## src/hw/rtl/wtr_pkg.sv

```systemverilog
// Shared types, widths and constants for the wavelength to RGB pipeline.
`timescale 1ns / 1ps
`default_nettype none

package wtr_pkg;

    localparam int GAMMA_INDEX_BITS_DEF   = 10;
    localparam int WAVE_FRACTION_BITS_DEF = 4;

    // Stream widths.
    localparam int IN_W        = 14;
    localparam int IN_TDATA_W  = 16;
    localparam int LEVEL_W     = 8;
    localparam int OUT_TDATA_W = 3 * LEVEL_W;

    // Pipeline depth before the output skid buffer.
    localparam int NSTAGE = 5;

    // Internal arithmetic widths.
    localparam int CMP_W       = 18;  // holds 781 nm at the finest input resolution
    localparam int DIST_W      = 15;  // distance into one segment
    localparam int NUM_W       = 23;  // dividend fed to the reciprocal multiplier
    localparam int RECIP_W     = 26;
    localparam int RECIP_SHIFT = 30;
    localparam int Q_FRAC      = 16;
    localparam int WT_W        = Q_FRAC + 1;  // Q1.16, up to and including 1.0
    localparam int FAC_PROD_W  = Q_FRAC + DIST_W;

    localparam logic [WT_W-1:0]   ONE_Q16    = WT_W'(65536);
    localparam logic [WT_W-1:0]   POINT3_Q16 = WT_W'(19661);
    localparam logic [Q_FRAC-1:0] POINT7_Q16 = Q_FRAC'(45875);

    // Reciprocals rounded up. With a dividend below 2^23 and a divisor below
    // 128 the scaled product floors to the exact quotient.
    localparam logic [RECIP_W-1:0] RECIP_20 = RECIP_W'(((64'd1 << RECIP_SHIFT) + 64'd19) / 64'd20);
    localparam logic [RECIP_W-1:0] RECIP_40 = RECIP_W'(((64'd1 << RECIP_SHIFT) + 64'd39) / 64'd40);
    localparam logic [RECIP_W-1:0] RECIP_50 = RECIP_W'(((64'd1 << RECIP_SHIFT) + 64'd49) / 64'd50);
    localparam logic [RECIP_W-1:0] RECIP_60 = RECIP_W'(((64'd1 << RECIP_SHIFT) + 64'd59) / 64'd60);
    localparam logic [RECIP_W-1:0] RECIP_65 = RECIP_W'(((64'd1 << RECIP_SHIFT) + 64'd64) / 64'd65);
    localparam logic [RECIP_W-1:0] RECIP_70 = RECIP_W'(((64'd1 << RECIP_SHIFT) + 64'd69) / 64'd70);
    localparam logic [RECIP_W-1:0] RECIP_80 = RECIP_W'(((64'd1 << RECIP_SHIFT) + 64'd79) / 64'd80);

    typedef enum logic [2:0] {
        DIV_20, DIV_40, DIV_50, DIV_60, DIV_65, DIV_70, DIV_80
    } div_t;

    typedef enum logic [1:0] {
        CH_NONE, CH_RED, CH_GREEN, CH_BLUE
    } chan_t;

    typedef enum logic [1:0] {
        FAC_ZERO, FAC_ONE, FAC_UP, FAC_DOWN
    } fac_mode_t;

    localparam logic [2:0] MASK_RED   = 3'b001;
    localparam logic [2:0] MASK_GREEN = 3'b010;
    localparam logic [2:0] MASK_BLUE  = 3'b100;
    localparam int BIT_RED   = 0;
    localparam int BIT_GREEN = 1;
    localparam int BIT_BLUE  = 2;

    typedef struct packed {
        chan_t     ramp_ch;
        logic [2:0] one_mask;
        fac_mode_t fac_mode;
        logic      fac_neg;
    } ctl_t;

    typedef struct packed {
        ctl_t              ctl;
        logic [NUM_W-1:0]  ramp_num;
        div_t              ramp_div;
        logic [NUM_W-1:0]  fac_num;
        div_t              fac_div;
    } cls_t;

    function automatic logic [RECIP_W-1:0] recip(input div_t sel);
        logic [RECIP_W-1:0] r;
        unique case (sel)
            DIV_20:  r = RECIP_20;
            DIV_40:  r = RECIP_40;
            DIV_50:  r = RECIP_50;
            DIV_60:  r = RECIP_60;
            DIV_65:  r = RECIP_65;
            DIV_70:  r = RECIP_70;
            DIV_80:  r = RECIP_80;
            default: r = '0;
        endcase
        return r;
    endfunction

endpackage

`default_nettype wire

```

## src/hw/rtl/wtr_recip_div.sv

```systemverilog
// Registered divide by one of the segment or fall-off lengths, done as a reciprocal multiply.
`timescale 1ns / 1ps
`default_nettype none

module wtr_recip_div
    import wtr_pkg::*;
(
    input  wire logic             aclk,
    input  wire logic             en,
    input  wire logic [NUM_W-1:0] num,
    input  div_t                  div_sel,
    output logic [WT_W-1:0]       quo
);

    logic [NUM_W+RECIP_W-1:0] prod;
    logic [WT_W-1:0]          quo_reg;

    assign prod = (NUM_W + RECIP_W)'(num) * (NUM_W + RECIP_W)'(recip(div_sel));

    always_ff @(posedge aclk) begin
        if (en) begin
            quo_reg <= WT_W'(prod >> RECIP_SHIFT);
        end
    end

    assign quo = quo_reg;

endmodule

`default_nettype wire

```

## config.mk

```make
export PLATFORM = sky130hd
export DESIGN_NAME = wtr_recip_div
export DESIGN_NICKNAME = d
export VERILOG_FILES = /design/src/hw/rtl/wtr_pkg.sv /design/src/hw/rtl/wtr_recip_div.sv
export SDC_FILE = /design/constraint.sdc
export NUM_CORES = 1
export LEC_CHECK = 0
export BUFFER_PORTS_ARGS = -buffer_cell sky130_fd_sc_hd__buf_2
export CORE_MARGIN = 3
export CORE_UTILIZATION = 55
export CTS_CLUSTER_DIAMETER = 80
export CTS_CLUSTER_SIZE = 8
export DETAILED_ROUTE_END_ITERATION = 6
export GPL_ROUTABILITY_DRIVEN = 0
export GPL_TIMING_DRIVEN = 0
export PLACE_DENSITY = 0.72
export SLEW_MARGIN = 20
export SYNTH_ARGS = -nofsm -noshare
export SYNTH_HDL_FRONTEND = slang
export SYNTH_SLANG_ARGS = --single-unit
export TNS_END_PERCENT = 50
```

## constraint.sdc

```tcl
create_clock -name aclk -period 13.05 [get_ports aclk]
set_input_delay 2.61 -clock aclk [delete_from_list [all_inputs] [get_ports aclk]]
set_output_delay 2.61 -clock aclk [all_outputs]
set_load 0.02 [all_outputs]
```

==> qor.txt <==
Status -> finished with violations
Failing checks -> design-rule violations
DR WL/cell -> 23.1 um
Final ANT Viol Nets -> 0
Core box area -> 32,000 um2
DRT Wirelength -> 55.5 mm
Period utilisation layout -> 91.5%
First-pass DRT Iterations -> 7
#FFs+latches synth -> 17
Vias in the first global route -> 14,900
Initial antenna violation count -> 0
Worst setup EP type -> flip-flop
Post-CTS sizing -> 0
Commonest register cell after synthesis -> edfxtp_1
Worst Hold Class -> in -> reg
Mapped Nets -> 2,604
Number of synthesized flops with an enable pin -> 17
Fillcell total -> 2,736
DP HPWL -> 48.4 mm
Critical path peak fanout -> 10
Total negative slack -> 0 ns
Rel. slew slack -> 31.1%
Vias -> 13,400
TritonCTS clock tree -> built
Nets -> 2,652
CP startpoint kind -> primary input
Row cnt -> 65
Worst Max-Slew Pin Slew -> 1.03 ns
RSZ-0062 raised after global routing -> no
Hold path startpoint -> en
Synth top cells by count -> inv_1 (591), fa_1 (499), nand2_1 (226)
Largest cells by area after synthesis -> fa_1 (55%), inv_1 (12%), ha_1 (11%)
Post-synth top area share -> 55.3%
Num CTS Buffers -> 3
Max-Cap Viols -> 0
F_max -> 0.0838 GHz
Most common cell in the netlist -> inv_1
Required @ worst endpoint -> 13.03 ns
Via-to-Cell Ratio -> 5.60
Hold-fix buffers, CTS -> 0
Synth Cell Area -> 18,100 um2
Die Area -> 35,000 um2
GRT Resource Usage Total -> 33.1%
WP data arrival -> 11.91 ns
Gr ovfl total -> 0
Die Y -> 187 um
Min Tclk post-route -> 11.94 ns
Area growth from synthesis to layout -> 4.71%
Fin. max-slew vios -> 0
Final setup vio count -> 0
Port buffer count -> 42
Crit. Startpoint -> div_sel[2]
Sequential area share after synthesis -> 2.83%
DRC Markers -> 60
Max reg flops -> 17
Avg Cell Area, Syn -> 9.41 um2
Synth Instances -> 1,918
CP max stage cell -> nor2_1
Largest net degree at the start of global routing -> 18
Die X -> 187 um
Final hold vios -> 0
CTS Sinks -> 17
Setup Fix Bufs, Post-CTS -> 0
Layout cells sized above 1 -> 3.16%
Initial DRC Count -> 1,312
Diode count -> 0
Crit-path most repeated cell -> fa_1
# IOs -> 45
CP top delay family -> adder cells
Bufs and invs on worst path -> 8
Initial Util -> 56.5%
Root buf cell -> clkbuf_16
Critical path class -> in -> reg
H-Tree Depth -> 1
Yosys cell types -> 46
Ys async rst share -> 0%
First-pass GRT wire length -> 86.7 mm
Clock buffer depth -> 2
Area leader, netlist -> fa_1
Clock-pin slew on the worst setup and hold paths -> 0.05 ns
Yosys warning count -> 0
CP max stage delay -> 0.73 ns
## per-stage QoR
stage	util (%)	std cells	cell area (um2)	setup WS [ns]	hold slack, ns
finish	59.2	2400	18900	1.11	2.80
global route	59.2	2400	18900	1.08	2.82
CTS	59.2	2400	18900	1.47	2.81
detailed placement	58.9	2396	18800	1.21	3.05
global placement	58.9	2395	18800	1.32	3.06
floorplan	-	1918	18100	3.32	2.72
## per-layer routing
metal | GRT usage, % | part of all wire, % | vias up
met2 | 48.4 | 42 | 990
met4 | 16.5 | 6.9 | 0
li1 | - | - | 5556
met5 | 0 | 0 | -
met1 | 42.2 | 36 | 6625
met3 | 14.4 | 15 | 266
## logic make-up after synthesis
logic type | share of synthesized area [%]
buffers and inverters | 13.7
and+or+nand+nor | 13.4
DFF | 2.83
adders and majority gates | 66.3
xor gates and xnor gates | 1.07
AOI/OAI and AO/OA | 2.71
## path summary, 6_finish.rpt
path	end	slack, ns	cells past startpoint
worst min-delay path	quo[13]$_DFFE_PP_	2.80	1
worst max-delay path	quo[16]$_DFFE_PP_	1.11	27
## cell type report
type | instances | area, um2 | share of cell area, %
Multi-Input combinational cell | 1243 | 15100 | 79.8
Tap cell | 435 | 544 | 2.88
Buffer | 66 | 248 | 1.31
Timing Repair Buffer | 43 | 221 | 1.17
Inverter | 592 | 2220 | 11.8
Clock buffer | 3 | 75.1 | 0.397
Sequential cell | 17 | 510 | 2.70
Clock inverter | 1 | 5.00 | 0.0265
## cell usage in the layout (no fill, tap or decap), drive strengths merged, types with 4 or more instances in the layout
| cell type | synthesis | final |
|---|---|---|
| nand4 | 5 | 5 |
| a21o | 8 | 8 |
| nor3 | 9 | 9 |
| nand2b | 19 | 19 |
| edfxtp | 17 | 17 |
| fa | 499 | 499 |
| nand3 | 7 | 7 |
| ha | 159 | 159 |
| a21oi | 25 | 25 |
| inv | 591 | 591 |
| and3 | 25 | 25 |
| xor2 | 4 | 4 |
| xnor2 | 18 | 18 |
| and2 | 140 | 140 |
| nor2 | 44 | 44 |
| clkbuf | 66 | 69 |
| nand2 | 226 | 226 |
| o21ai | 12 | 12 |
| nor2b | 12 | 12 |
| buf | 0 | 43 |
Power is not shown: default switching activity piles up to over one toggle a cycle in this logic, so the estimate is an artifact.
