<file path="src/hw/rtl/wtr_pkg.sv">
// Shared types, widths and constants for the wavelength to RGB pipeline.
`timescale 1ns / 1ps
`default_nettype none

package wtr_pkg;

    localparam int GAMMA_INDEX_BITS_DEF   = 10;
    localparam int WAVE_FRACTION_BITS_DEF = 4;

    // Stream widths.
    localparam int IN_W        = 14;
    localparam int IN_TDATA_W  = 16;
    localparam int LEVEL_W     = 8;
    localparam int OUT_TDATA_W = 3 * LEVEL_W;

    // Pipeline depth before the output skid buffer.
    localparam int NSTAGE = 5;

    // Internal arithmetic widths.
    localparam int CMP_W       = 18;  // holds 781 nm at the finest input resolution
    localparam int DIST_W      = 15;  // distance into one segment
    localparam int NUM_W       = 23;  // dividend fed to the reciprocal multiplier
    localparam int RECIP_W     = 26;
    localparam int RECIP_SHIFT = 30;
    localparam int Q_FRAC      = 16;
    localparam int WT_W        = Q_FRAC + 1;  // Q1.16, up to and including 1.0
    localparam int FAC_PROD_W  = Q_FRAC + DIST_W;

    localparam logic [WT_W-1:0]   ONE_Q16    = WT_W'(65536);
    localparam logic [WT_W-1:0]   POINT3_Q16 = WT_W'(19661);
    localparam logic [Q_FRAC-1:0] POINT7_Q16 = Q_FRAC'(45875);

    // Reciprocals rounded up. With a dividend below 2^23 and a divisor below
    // 128 the scaled product floors to the exact quotient.
    localparam logic [RECIP_W-1:0] RECIP_20 = RECIP_W'(((64'd1 << RECIP_SHIFT) + 64'd19) / 64'd20);
    localparam logic [RECIP_W-1:0] RECIP_40 = RECIP_W'(((64'd1 << RECIP_SHIFT) + 64'd39) / 64'd40);
    localparam logic [RECIP_W-1:0] RECIP_50 = RECIP_W'(((64'd1 << RECIP_SHIFT) + 64'd49) / 64'd50);
    localparam logic [RECIP_W-1:0] RECIP_60 = RECIP_W'(((64'd1 << RECIP_SHIFT) + 64'd59) / 64'd60);
    localparam logic [RECIP_W-1:0] RECIP_65 = RECIP_W'(((64'd1 << RECIP_SHIFT) + 64'd64) / 64'd65);
    localparam logic [RECIP_W-1:0] RECIP_70 = RECIP_W'(((64'd1 << RECIP_SHIFT) + 64'd69) / 64'd70);
    localparam logic [RECIP_W-1:0] RECIP_80 = RECIP_W'(((64'd1 << RECIP_SHIFT) + 64'd79) / 64'd80);

    typedef enum logic [2:0] {
        DIV_20, DIV_40, DIV_50, DIV_60, DIV_65, DIV_70, DIV_80
    } div_t;

    typedef enum logic [1:0] {
        CH_NONE, CH_RED, CH_GREEN, CH_BLUE
    } chan_t;

    typedef enum logic [1:0] {
        FAC_ZERO, FAC_ONE, FAC_UP, FAC_DOWN
    } fac_mode_t;

    localparam logic [2:0] MASK_RED   = 3'b001;
    localparam logic [2:0] MASK_GREEN = 3'b010;
    localparam logic [2:0] MASK_BLUE  = 3'b100;
    localparam int BIT_RED   = 0;
    localparam int BIT_GREEN = 1;
    localparam int BIT_BLUE  = 2;

    typedef struct packed {
        chan_t     ramp_ch;
        logic [2:0] one_mask;
        fac_mode_t fac_mode;
        logic      fac_neg;
    } ctl_t;

    typedef struct packed {
        ctl_t              ctl;
        logic [NUM_W-1:0]  ramp_num;
        div_t              ramp_div;
        logic [NUM_W-1:0]  fac_num;
        div_t              fac_div;
    } cls_t;

    function automatic logic [RECIP_W-1:0] recip(input div_t sel);
        logic [RECIP_W-1:0] r;
        unique case (sel)
            DIV_20:  r = RECIP_20;
            DIV_40:  r = RECIP_40;
            DIV_50:  r = RECIP_50;
            DIV_60:  r = RECIP_60;
            DIV_65:  r = RECIP_65;
            DIV_70:  r = RECIP_70;
            DIV_80:  r = RECIP_80;
            default: r = '0;
        endcase
        return r;
    endfunction

endpackage

`default_nettype wire

</file>
<file path="src/hw/rtl/wtr_out_skid.sv">
// Output register with a skid entry so the pipeline ready is registered.
`timescale 1ns / 1ps
`default_nettype none

module wtr_out_skid
    import wtr_pkg::*;
(
    input  wire logic                   aclk,
    input  wire logic                   aresetn,
    input  wire logic                   in_valid,
    output logic                        in_ready,
    input  wire logic [OUT_TDATA_W-1:0] in_data,
    output logic                        m_tvalid,
    input  wire logic                   m_tready,
    output logic      [OUT_TDATA_W-1:0] m_tdata
);

    logic                   out_valid_reg;
    logic                   out_valid_next;
    logic [OUT_TDATA_W-1:0] out_data_reg;
    logic [OUT_TDATA_W-1:0] out_data_next;
    logic                   skid_valid_reg;
    logic                   skid_valid_next;
    logic [OUT_TDATA_W-1:0] skid_data_reg;
    logic [OUT_TDATA_W-1:0] skid_data_next;

    always_comb begin
        out_valid_next  = out_valid_reg;
        out_data_next   = out_data_reg;
        skid_valid_next = skid_valid_reg;
        skid_data_next  = skid_data_reg;
        if (skid_valid_reg) begin
            if (m_tready) begin
                out_data_next   = skid_data_reg;
                skid_valid_next = 1'b0;
            end
        end else if (in_valid) begin
            if (!out_valid_reg || m_tready) begin
                out_valid_next = 1'b1;
                out_data_next  = in_data;
            end else begin
                skid_valid_next = 1'b1;
                skid_data_next  = in_data;
            end
        end else if (m_tready) begin
            out_valid_next = 1'b0;
        end
    end

    always_ff @(posedge aclk) begin
        if (!aresetn) begin
            out_valid_reg  <= 1'b0;
            skid_valid_reg <= 1'b0;
        end else begin
            out_valid_reg  <= out_valid_next;
            skid_valid_reg <= skid_valid_next;
        end
    end

    always_ff @(posedge aclk) begin
        out_data_reg  <= out_data_next;
        skid_data_reg <= skid_data_next;
    end

    assign in_ready = !skid_valid_reg;
    assign m_tvalid = out_valid_reg;
    assign m_tdata  = out_data_reg;

endmodule

`default_nettype wire

</file>
<file path="config.mk">
export PLATFORM = sky130hd
export DESIGN_NAME = wtr_out_skid
export DESIGN_NICKNAME = d
export VERILOG_FILES = /design/src/hw/rtl/wtr_pkg.sv /design/src/hw/rtl/wtr_out_skid.sv
export SDC_FILE = /design/constraint.sdc
export NUM_CORES = 1
export LEC_CHECK = 0
export ABC_AREA = 1
export BUFFER_PORTS_ARGS = -buffer_cell sky130_fd_sc_hd__buf_2
export CAP_MARGIN = 5
export CORE_MARGIN = 1
export CORE_UTILIZATION = 45
export CTS_BUF_LIST = sky130_fd_sc_hd__clkbuf_4 sky130_fd_sc_hd__clkbuf_8
export DETAILED_ROUTE_END_ITERATION = 16
export GPL_TIMING_DRIVEN = 0
export PLACE_DENSITY = 0.71
export SKIP_LAST_GASP = 1
export SYNTH_ARGS = -nofsm -noshare
export SYNTH_HDL_FRONTEND = slang
export SYNTH_SLANG_ARGS = --single-unit
</file>
<file path="constraint.sdc">
create_clock -name aclk -period 2.4 [get_ports aclk]
set_input_delay 0.24 -clock aclk [delete_from_list [all_inputs] [get_ports aclk]]
set_output_delay 0.24 -clock aclk [all_outputs]
set_load 0.005 [all_outputs]
</file>
==> qor.txt <==
clk_skew: 0.006206 ns
first-pass GRT wire length: 4843 um
antenna violations before repair: 0
Routed Antenna Nets: 0
Hold WS: 0.1218 ns
Iteration-0 DRC Markers: 65
largest net degree at the start of global routing: 25
Worst EP arrival: 1.68 ns
buffer depth of the longest clock path: 2
Distinct cells, synth: 13
maximum vdd drop: 0.3822 mV
Tightest Pin Transition: 0.9495 ns
Diodes inserted: 0
routability cong.: 0.8002
CP endpoint kind: flop
cts repair resizes: 0
residual overflow from global routing: 0
Die Span Y: 67.05 um
Worst Slack Setup Final: 0.6368 ns
critical path launch point type: flop
crit path cell chain: inv_1 > nor2_1 > nand2_1 > inv_1
# DRC: 0
cell area after synthesis: 0.001904 sq mm
core area: 0.004029 sq mm
Slew headroom: 36.63%
mean area per synthesized cell: 13.13 sq um
Starting Density: 47.27%
critical path depth: 4
Final setup viols: 0
TritonRoute pass-1 iters: 4
power density over cell area: 728.5 mW/mm^2
WP data required: 2.32 ns
Mapped Cells: 145
Overall Power: 1.725 mW
Seq/Total Area, Yosys: 77.79%
pre-CTS setup slack: 0.6331 ns
Max Slew Vio Count: 0
Core Util, Final: 58.79%
cell area after layout: 0.002369 sq mm
Die X: 67.05 um
vias post-DR: 1,187
RSZ-0062 raised after global routing: false
nets: 234
Inst Count DP: 249
Hold Vio Cnt, Final: 0
warnings from Yosys: 0
CP dominant cell by count: inv_1
worst reg2reg path depth: 4
placed instance area: 0.002266 sq mm
final WL: 3253 um
Top Ports: 54
Post-DP HPWL: 2280 um
clock latency on the worst-skew pair: 0.29 ns
vias in the first global route: 1,080
status: completed
clk slew on worst S/H paths: 0.09 ns
setup bufs post-CTS: 0
HP Class: input port to flop
number of clock sinks: 50
IO buf count: 53
final worst path period need: 1.763 ns
share of cells above drive strength 1: 35.44%
Final Instance Count excl. Fillers: 256
WS Path Type: flop to flop
DIE AREA: 0.004496 sq mm
CP top delay family: buffers and inverters
Yosys reg bits: 50
fill count: 347
maximum fanout along the worst path: 24
standard-cell rows: 23
Clock Root Buffer: clkbuf_8
mean routed wirelength per cell: 12.71 um
slowest CP cell: inv_1
Crit path largest cell delay: 0.71 ns
leak pwr: 1.034 nW
Hold-fix buffers, CTS: 0
Synth-to-Final Area Change: 24.38%
CTS tree: done
period utilization: 73.47%
Synth Net Count: 173
htree depth: 2
FMAX: 0.5671 GHz
CP bufs+invs: 2
Worst Hold Depth: 1
via/cell ratio: 4.637
max-cap violations: 0
GRT Resource Usage Total: 15.31%
Num CTS Buffers: 5
Setup TNS: 0 ns
## worst register-to-register path, delay by kind of cell (launching register included)
family	cells	cell delay, ns
flops	1	0.38
simple gates	2	0.26
buf+inv	2	0.76
## cell families (layout without fill, tap and decap cells)
family	count (synthesis)	after routing	synth area share, %
and+or+nand+nor	81	81	16.69
DFF	50	50	77.79
buffers and inverters	12	73	4.730
AOI/OAI and AO/OA	2	2	0.7887
## where the power goes
part | switching [mW] | total, mW | internal (mW)
Clock | 0.263 | 0.564 | 0.302
Combinational | 0.0773 | 0.142 | 0.0646
Sequential | 0.00986 | 1.02 | 1.01
Total | 0.350 | 1.73 | 1.38
## layer usage
| metal | track usage (%) | share of wire [%] | up-vias | wire length (um) |
|---|---|---|---|---|
| li1 | - | - | 600 | - |
| met1 | 17.73 | 42 | 541 | 1356 |
| met2 | 25.37 | 51 | 35 | 1672 |
| met3 | 3.253 | 3.7 | 11 | 120 |
| met4 | 9.840 | 3.2 | 0 | 103 |
| met5 | 0 | 0 | - | 0 |
## cell usage after synthesis (all sizes together)
| library cell | instances | area share, % |
|---|---|---|
| a21oi | 1 | 0.46 |
| buf | 5 | 3.0 |
| edfxtp | 48 | 76 |
| inv | 7 | 1.8 |
| nor2 | 2 | 0.39 |
| dfxtp | 2 | 2.1 |
| nand3 | 1 | 0.26 |
| nand2 | 78 | 16 |
| o22ai | 1 | 0.33 |
## cell usage in the layout (no fill, tap or decap), drive strengths merged
master and instances:
bufinv 1, clkbuf 5, inv 7, clkinv 1, edfxtp 48, nand2 78, a21oi 1, nand3 1
dfxtp 2, nor2 2, o22ai 1, buf 59
## area by class of cell
cell class / count / area [sq um] / area share, %
plain buffers: 5 / 56.30 / 2.377
inverters: 7 / 33.78 / 1.426
flip-flops and latches: 50 / 1481 / 62.55
repair buffers: 54 / 292.8 / 12.36
clock inverters: 2 / 33.78 / 1.426
well taps: 50 / 62.56 / 2.641
clock buffers: 5 / 68.82 / 2.905
multi-input cells: 83 / 339.1 / 14.32
## path summary, 6_finish.rpt
check	startpoint	to	slack [ns]
setup / recovery	m_tvalid	skid_data_reg[3]	0.64
hold / removal	in_data[10]	skid_data_reg[10]	0.12
setup reg to reg	m_tvalid	skid_data_reg[3]	0.64
hold reg to reg	skid_data_reg[23]	m_tdata[23]	0.52
Note: power is estimated with default switching activity, not from simulation.
