**config.mk**
```make
export PLATFORM = sky130hd
export DESIGN_NAME = wtr_classify
export DESIGN_NICKNAME = d
export VERILOG_FILES = /design/src/hw/rtl/wtr_pkg.sv /design/src/hw/rtl/wtr_classify.sv
export SDC_FILE = /design/constraint.sdc
export NUM_CORES = 1
export LEC_CHECK = 0
export BUFFER_PORTS_ARGS = -buffer_cell sky130_fd_sc_hd__buf_4
export CORE_MARGIN = 5
export CORE_UTILIZATION = 55
export CTS_CLUSTER_DIAMETER = 40
export DETAILED_ROUTE_END_ITERATION = 10
export GPL_TIMING_DRIVEN = 0
export HOLD_SLACK_MARGIN = 0.06
export PLACE_DENSITY_LB_ADDON = 0.2
export SLEW_MARGIN = 5
export SYNTH_ARGS = -nofsm -noshare
export SYNTH_HDL_FRONTEND = slang
export SYNTH_SLANG_ARGS = --single-unit
```
**constraint.sdc**
```tcl
create_clock -name aclk -period 14.9 [get_ports aclk]
set_input_delay 0.745 -clock aclk [delete_from_list [all_inputs] [get_ports aclk]]
set_output_delay 0.745 -clock aclk [all_outputs]
set_load 0.005 [all_outputs]
```
**src/hw/rtl/wtr_pkg.sv**
```systemverilog
// Shared types, widths and constants for the wavelength to RGB pipeline.
`timescale 1ns / 1ps
`default_nettype none

package wtr_pkg;

    localparam int GAMMA_INDEX_BITS_DEF   = 10;
    localparam int WAVE_FRACTION_BITS_DEF = 4;

    // Stream widths.
    localparam int IN_W        = 14;
    localparam int IN_TDATA_W  = 16;
    localparam int LEVEL_W     = 8;
    localparam int OUT_TDATA_W = 3 * LEVEL_W;

    // Pipeline depth before the output skid buffer.
    localparam int NSTAGE = 5;

    // Internal arithmetic widths.
    localparam int CMP_W       = 18;  // holds 781 nm at the finest input resolution
    localparam int DIST_W      = 15;  // distance into one segment
    localparam int NUM_W       = 23;  // dividend fed to the reciprocal multiplier
    localparam int RECIP_W     = 26;
    localparam int RECIP_SHIFT = 30;
    localparam int Q_FRAC      = 16;
    localparam int WT_W        = Q_FRAC + 1;  // Q1.16, up to and including 1.0
    localparam int FAC_PROD_W  = Q_FRAC + DIST_W;

    localparam logic [WT_W-1:0]   ONE_Q16    = WT_W'(65536);
    localparam logic [WT_W-1:0]   POINT3_Q16 = WT_W'(19661);
    localparam logic [Q_FRAC-1:0] POINT7_Q16 = Q_FRAC'(45875);

    // Reciprocals rounded up. With a dividend below 2^23 and a divisor below
    // 128 the scaled product floors to the exact quotient.
    localparam logic [RECIP_W-1:0] RECIP_20 = RECIP_W'(((64'd1 << RECIP_SHIFT) + 64'd19) / 64'd20);
    localparam logic [RECIP_W-1:0] RECIP_40 = RECIP_W'(((64'd1 << RECIP_SHIFT) + 64'd39) / 64'd40);
    localparam logic [RECIP_W-1:0] RECIP_50 = RECIP_W'(((64'd1 << RECIP_SHIFT) + 64'd49) / 64'd50);
    localparam logic [RECIP_W-1:0] RECIP_60 = RECIP_W'(((64'd1 << RECIP_SHIFT) + 64'd59) / 64'd60);
    localparam logic [RECIP_W-1:0] RECIP_65 = RECIP_W'(((64'd1 << RECIP_SHIFT) + 64'd64) / 64'd65);
    localparam logic [RECIP_W-1:0] RECIP_70 = RECIP_W'(((64'd1 << RECIP_SHIFT) + 64'd69) / 64'd70);
    localparam logic [RECIP_W-1:0] RECIP_80 = RECIP_W'(((64'd1 << RECIP_SHIFT) + 64'd79) / 64'd80);

    typedef enum logic [2:0] {
        DIV_20, DIV_40, DIV_50, DIV_60, DIV_65, DIV_70, DIV_80
    } div_t;

    typedef enum logic [1:0] {
        CH_NONE, CH_RED, CH_GREEN, CH_BLUE
    } chan_t;

    typedef enum logic [1:0] {
        FAC_ZERO, FAC_ONE, FAC_UP, FAC_DOWN
    } fac_mode_t;

    localparam logic [2:0] MASK_RED   = 3'b001;
    localparam logic [2:0] MASK_GREEN = 3'b010;
    localparam logic [2:0] MASK_BLUE  = 3'b100;
    localparam int BIT_RED   = 0;
    localparam int BIT_GREEN = 1;
    localparam int BIT_BLUE  = 2;

    typedef struct packed {
        chan_t     ramp_ch;
        logic [2:0] one_mask;
        fac_mode_t fac_mode;
        logic      fac_neg;
    } ctl_t;

    typedef struct packed {
        ctl_t              ctl;
        logic [NUM_W-1:0]  ramp_num;
        div_t              ramp_div;
        logic [NUM_W-1:0]  fac_num;
        div_t              fac_div;
    } cls_t;

    function automatic logic [RECIP_W-1:0] recip(input div_t sel);
        logic [RECIP_W-1:0] r;
        unique case (sel)
            DIV_20:  r = RECIP_20;
            DIV_40:  r = RECIP_40;
            DIV_50:  r = RECIP_50;
            DIV_60:  r = RECIP_60;
            DIV_65:  r = RECIP_65;
            DIV_70:  r = RECIP_70;
            DIV_80:  r = RECIP_80;
            default: r = '0;
        endcase
        return r;
    endfunction

endpackage

`default_nettype wire

```
**src/hw/rtl/wtr_classify.sv**
```systemverilog
// First stage: finds the color segment and fall-off region of a wavelength.
`timescale 1ns / 1ps
`default_nettype none

module wtr_classify
    import wtr_pkg::*;
#(
    parameter int WAVE_FRACTION_BITS = WAVE_FRACTION_BITS_DEF
) (
    input  wire logic            aclk,
    input  wire logic            en,
    input  wire logic [IN_W-1:0] wave,
    output cls_t                 cls
);

    localparam logic [CMP_W-1:0] W380 = CMP_W'(380) << WAVE_FRACTION_BITS;
    localparam logic [CMP_W-1:0] W420 = CMP_W'(420) << WAVE_FRACTION_BITS;
    localparam logic [CMP_W-1:0] W440 = CMP_W'(440) << WAVE_FRACTION_BITS;
    localparam logic [CMP_W-1:0] W490 = CMP_W'(490) << WAVE_FRACTION_BITS;
    localparam logic [CMP_W-1:0] W510 = CMP_W'(510) << WAVE_FRACTION_BITS;
    localparam logic [CMP_W-1:0] W580 = CMP_W'(580) << WAVE_FRACTION_BITS;
    localparam logic [CMP_W-1:0] W645 = CMP_W'(645) << WAVE_FRACTION_BITS;
    localparam logic [CMP_W-1:0] W701 = CMP_W'(701) << WAVE_FRACTION_BITS;
    localparam logic [CMP_W-1:0] W780 = CMP_W'(780) << WAVE_FRACTION_BITS;
    localparam logic [CMP_W-1:0] W781 = CMP_W'(781) << WAVE_FRACTION_BITS;

    cls_t                  cls_reg;
    cls_t                  cls_next;
    logic [CMP_W-1:0]      w;
    logic [DIST_W-1:0]     ramp_dist;
    logic [DIST_W-1:0]     fac_dist;
    logic [FAC_PROD_W-1:0] fac_prod;

    always_comb begin
        w         = CMP_W'(wave);
        ramp_dist = '0;
        fac_dist  = '0;
        cls_next.ctl.ramp_ch  = CH_NONE;
        cls_next.ctl.one_mask = '0;
        cls_next.ctl.fac_mode = FAC_ZERO;
        cls_next.ctl.fac_neg  = 1'b0;
        cls_next.ramp_div     = DIV_20;
        cls_next.fac_div      = DIV_40;

        if (w >= W380 && w < W440) begin
            cls_next.ctl.ramp_ch  = CH_RED;
            cls_next.ctl.one_mask = MASK_BLUE;
            ramp_dist             = DIST_W'(W440 - w);
            cls_next.ramp_div     = DIV_60;
        end else if (w >= W440 && w < W490) begin
            cls_next.ctl.ramp_ch  = CH_GREEN;
            cls_next.ctl.one_mask = MASK_BLUE;
            ramp_dist             = DIST_W'(w - W440);
            cls_next.ramp_div     = DIV_50;
        end else if (w >= W490 && w < W510) begin
            cls_next.ctl.ramp_ch  = CH_BLUE;
            cls_next.ctl.one_mask = MASK_GREEN;
            ramp_dist             = DIST_W'(W510 - w);
            cls_next.ramp_div     = DIV_20;
        end else if (w >= W510 && w < W580) begin
            cls_next.ctl.ramp_ch  = CH_RED;
            cls_next.ctl.one_mask = MASK_GREEN;
            ramp_dist             = DIST_W'(w - W510);
            cls_next.ramp_div     = DIV_70;
        end else if (w >= W580 && w < W645) begin
            cls_next.ctl.ramp_ch  = CH_GREEN;
            cls_next.ctl.one_mask = MASK_RED;
            ramp_dist             = DIST_W'(W645 - w);
            cls_next.ramp_div     = DIV_65;
        end else if (w >= W645 && w < W781) begin
            cls_next.ctl.one_mask = MASK_RED;
        end

        // Distance in Q.16 before the divide by the segment length.
        cls_next.ramp_num = NUM_W'({ramp_dist, {Q_FRAC{1'b0}}} >> WAVE_FRACTION_BITS);

        if (w >= W380 && w < W420) begin
            cls_next.ctl.fac_mode = FAC_UP;
            fac_dist              = DIST_W'(w - W380);
            cls_next.fac_div      = DIV_40;
        end else if (w >= W420 && w < W701) begin
            cls_next.ctl.fac_mode = FAC_ONE;
        end else if (w >= W701 && w < W781) begin
            // Between 780 and 781 nm the fall-off factor drops slightly below 0.3.
            cls_next.ctl.fac_mode = FAC_DOWN;
            cls_next.ctl.fac_neg  = (w > W780);
            fac_dist              = (w > W780) ? DIST_W'(w - W780) : DIST_W'(W780 - w);
            cls_next.fac_div      = DIV_80;
        end

        fac_prod         = FAC_PROD_W'(POINT7_Q16) * FAC_PROD_W'(fac_dist);
        cls_next.fac_num = NUM_W'(fac_prod >> WAVE_FRACTION_BITS);
    end

    always_ff @(posedge aclk) begin
        if (en) begin
            cls_reg <= cls_next;
        end
    end

    assign cls = cls_reg;

endmodule

`default_nettype wire

```
==> summary.txt <==
Run
  • Max cap viols: 0

Detailed routing
  • Final wirelength: 16.7 mm
  • Post-route ant nets: 0
  • DR WL/cell: 17.9 um
  • DR pass1 iterations: 5
  • Drt drc: 0
  • Via count: 5438
  • Initial drt markers: 434
  • Drt via density: 5.83

GRT
  • Initial antenna violation count: 0
  • Tot GR Track Use: 23.1%
  • Pin count of the biggest net entering global routing: 47
  • First-pass GRT wire length: 26.9 mm
  • Vias in the first global route: 5289
  • GR Overflow Total: 0

Floorplan
  • Core Region: 12000 sq um
  • Die area: 14600 sq um
  • I/O pin total: 76
  • Die Span Y: 121 um
  • Die X: 121 um
  • Initial core utilization: 56.1%
  • Site Rows: 40

Layout
  • Footprint of the multi-input gates: 4760 sq um
  • Final Cell Area: 7560 sq um
  • Share of cells above drive strength 1: 14.6%
  • Final cell count without fillers: 933
  • Area delta synth->final: 12.3%
  • Sequential Area: 1380 sq um
  • Fill cells: 1065
  • Final Core Density: 62.9%
  • Most frequent cells in the layout: inv_1 (107), ha_1 (107), buf_4 (74)
  • Max reg flops: 46
  • Ant diodes: 0
  • Fin nets: 965

Placed design
  • Final GP Congestion: 0.951
  • Placed inst area: 7410 sq um
  • Post-DP HPWL: 13.9 mm
  • Setup WS pre-CTS: 6.10 ns
  • Placed insts: 925
  • Port Buf Inserts: 60

Synthesis
  • Synth cell types: 77
  • Yosys reg bits: 46
  • Post-Synthesis Cells: 707
  • Biggest area consumer among synthesized cells: edfxtp_1
  • Yosys warning total: 0
  • Top FF cell, synth: edfxtp_1
  • EDFF count, synth: 46
  • Syn Area/Cell: 9.52 sq um
  • Post-synth top area share: 20.5%
  • Ys async rst share: 0%
  • Post-Synthesis Cell Area: 6730 sq um
  • Sequential area share after synthesis: 20.5%
  • Synth area leaders: edfxtp_1 (21%), ha_1 (20%), fa_1 (17%)

Timing
  • Setup violators final: 0
  • Slew HR: 40.1%
  • Tcrit/Tclk final: 58.2%
  • Slew @ Worst Pin: 0.891 ns
  • Hold slack: 0.876 ns
  • Final Max Tran Viols: 0
  • RSZ-0062 raised after global routing: false
  • Final setup margin: 6.23 ns
  • Final Critical Period: 8.67 ns
  • Hold Violations, Final: 0
  • Setup TNS: 0 ns
  • Max Fclk: 0.115 GHz

Clock network
  • Setup bufs post-CTS: 0
  • Post-CTS sizing: 0
  • Root buffer cell: clkbuf_16
  • Clock buffer depth: 2
  • Hold buffer count at cts: 0
  • Total CTS buffers: 5
  • Sink Count: 46
  • Clk pin slew, worst setup/hold paths: 0.07 ns
  • Htree depth: 2
  • CTS tree: done

Power and ir drop
  • Leakage power: 3.74 nW
  • Total chip power: 650 uW
  • VDD IR max: 0.0000506 V
  • Power Dens Cells: 86.0 nW/um^2

Setup path
  • WP data arrival: 8.72 ns
  • CP Capture Type: flip-flop
  • Worst Path Required: 14.95 ns
  • Most frequent CP cell: inv_1
  • CP Max Fanout: 10
  • Startpoint types: input pin
  • Critical path type: input pin to flip-flop
  • Crit. Startpoint: wave[2]
  • Slowest cell delay on critical path: 0.59 ns
  • Crit-path slowest cell: nor4_1

Status
  • Status: completed

Hold path
  • Min-delay src: wave[3]
  • Hold/Removal Path Class: input pin to flip-flop
logic make-up (layout without fill, tap and decap cells):
kind of cell | Yosys count | count (layout) | share of synthesized area, %
xor gates and xnor gates | 33 | 33 | 4.29
DFF | 46 | 46 | 20.5
other | 1 | 12 | 0.0557
muxes | 3 | 3 | 0.446
and+or+nand+nor | 139 | 139 | 10.2
adders and majority gates | 164 | 164 | 36.8
buffers and inverters | 148 | 216 | 9.44
AOI/OAI and AO/OA | 173 | 173 | 18.2
worst max-delay path, delay by kind of cell:
kind / cells / cell delay, ns
AO/OA/AOI/OAI: 10 / 3.46
XOR/XNOR: 1 / 0.15
adder cells (fa/ha/maj): 7 / 2.88
buffers and inverters: 7 / 0.80
AND/OR/NAND/NOR: 2 / 0.68
power breakdown:
part	internal (mW)	switching [mW]	total, mW	leakage, nW
logic	0.156	0.189	0.345	3.22
clock network	0.0631	0.0528	0.116	0.0704
registers	0.182	0.00693	0.189	0.445
total	0.402	0.248	0.650	3.74
cells in the mapped netlist (4+ instances only):
master and n:
a211oi_1 6, a21boi_0 4, a21o_1 10, a21oi_1 40, a221oi_1 6, a31o_2 4
a31oi_1 8, a41oi_1 4, and3_1 6, buf_2 9, buf_4 14, clkbuf_1 13
edfxtp_1 46, fa_1 57, ha_1 107, inv_1 107, nand2_1 41, nand2b_1 4
nand3_1 9, nand4_1 4, nor2_1 40, nor2b_1 4, nor3_1 7, o21a_1 6
o21ai_0 25, o21ai_1 4, o21bai_1 4, o22ai_1 8, o31ai_1 6, or2_2 4
xnor2_1 28, xor2_1 5
routing by layer:
layer  vias to the layer above  share of wire, %  GRT usage (%)
met4                         0               1.0           4.82
met3                        14               6.2           3.32
li1                       2615                 -              -
met2                       180                46           35.9
met1                      2629                47           34.5
met5                         -                 0              0
final timing paths:
kind,to,cells past startpoint
setup / recovery,cls[25],27
hold / removal,cls[44],2
cell type report:
type | count | area share [%]
multi-input combinational | 524 | 62.9
timing repair buffer | 60 | 5.96
inverter | 109 | 5.43
clock inverter | 3 | 0.331
buffer | 39 | 2.98
clock buffer | 5 | 1.66
sequential | 46 | 18.3
tap | 147 | 2.43
Note: power is estimated with default switching activity, not from simulation.
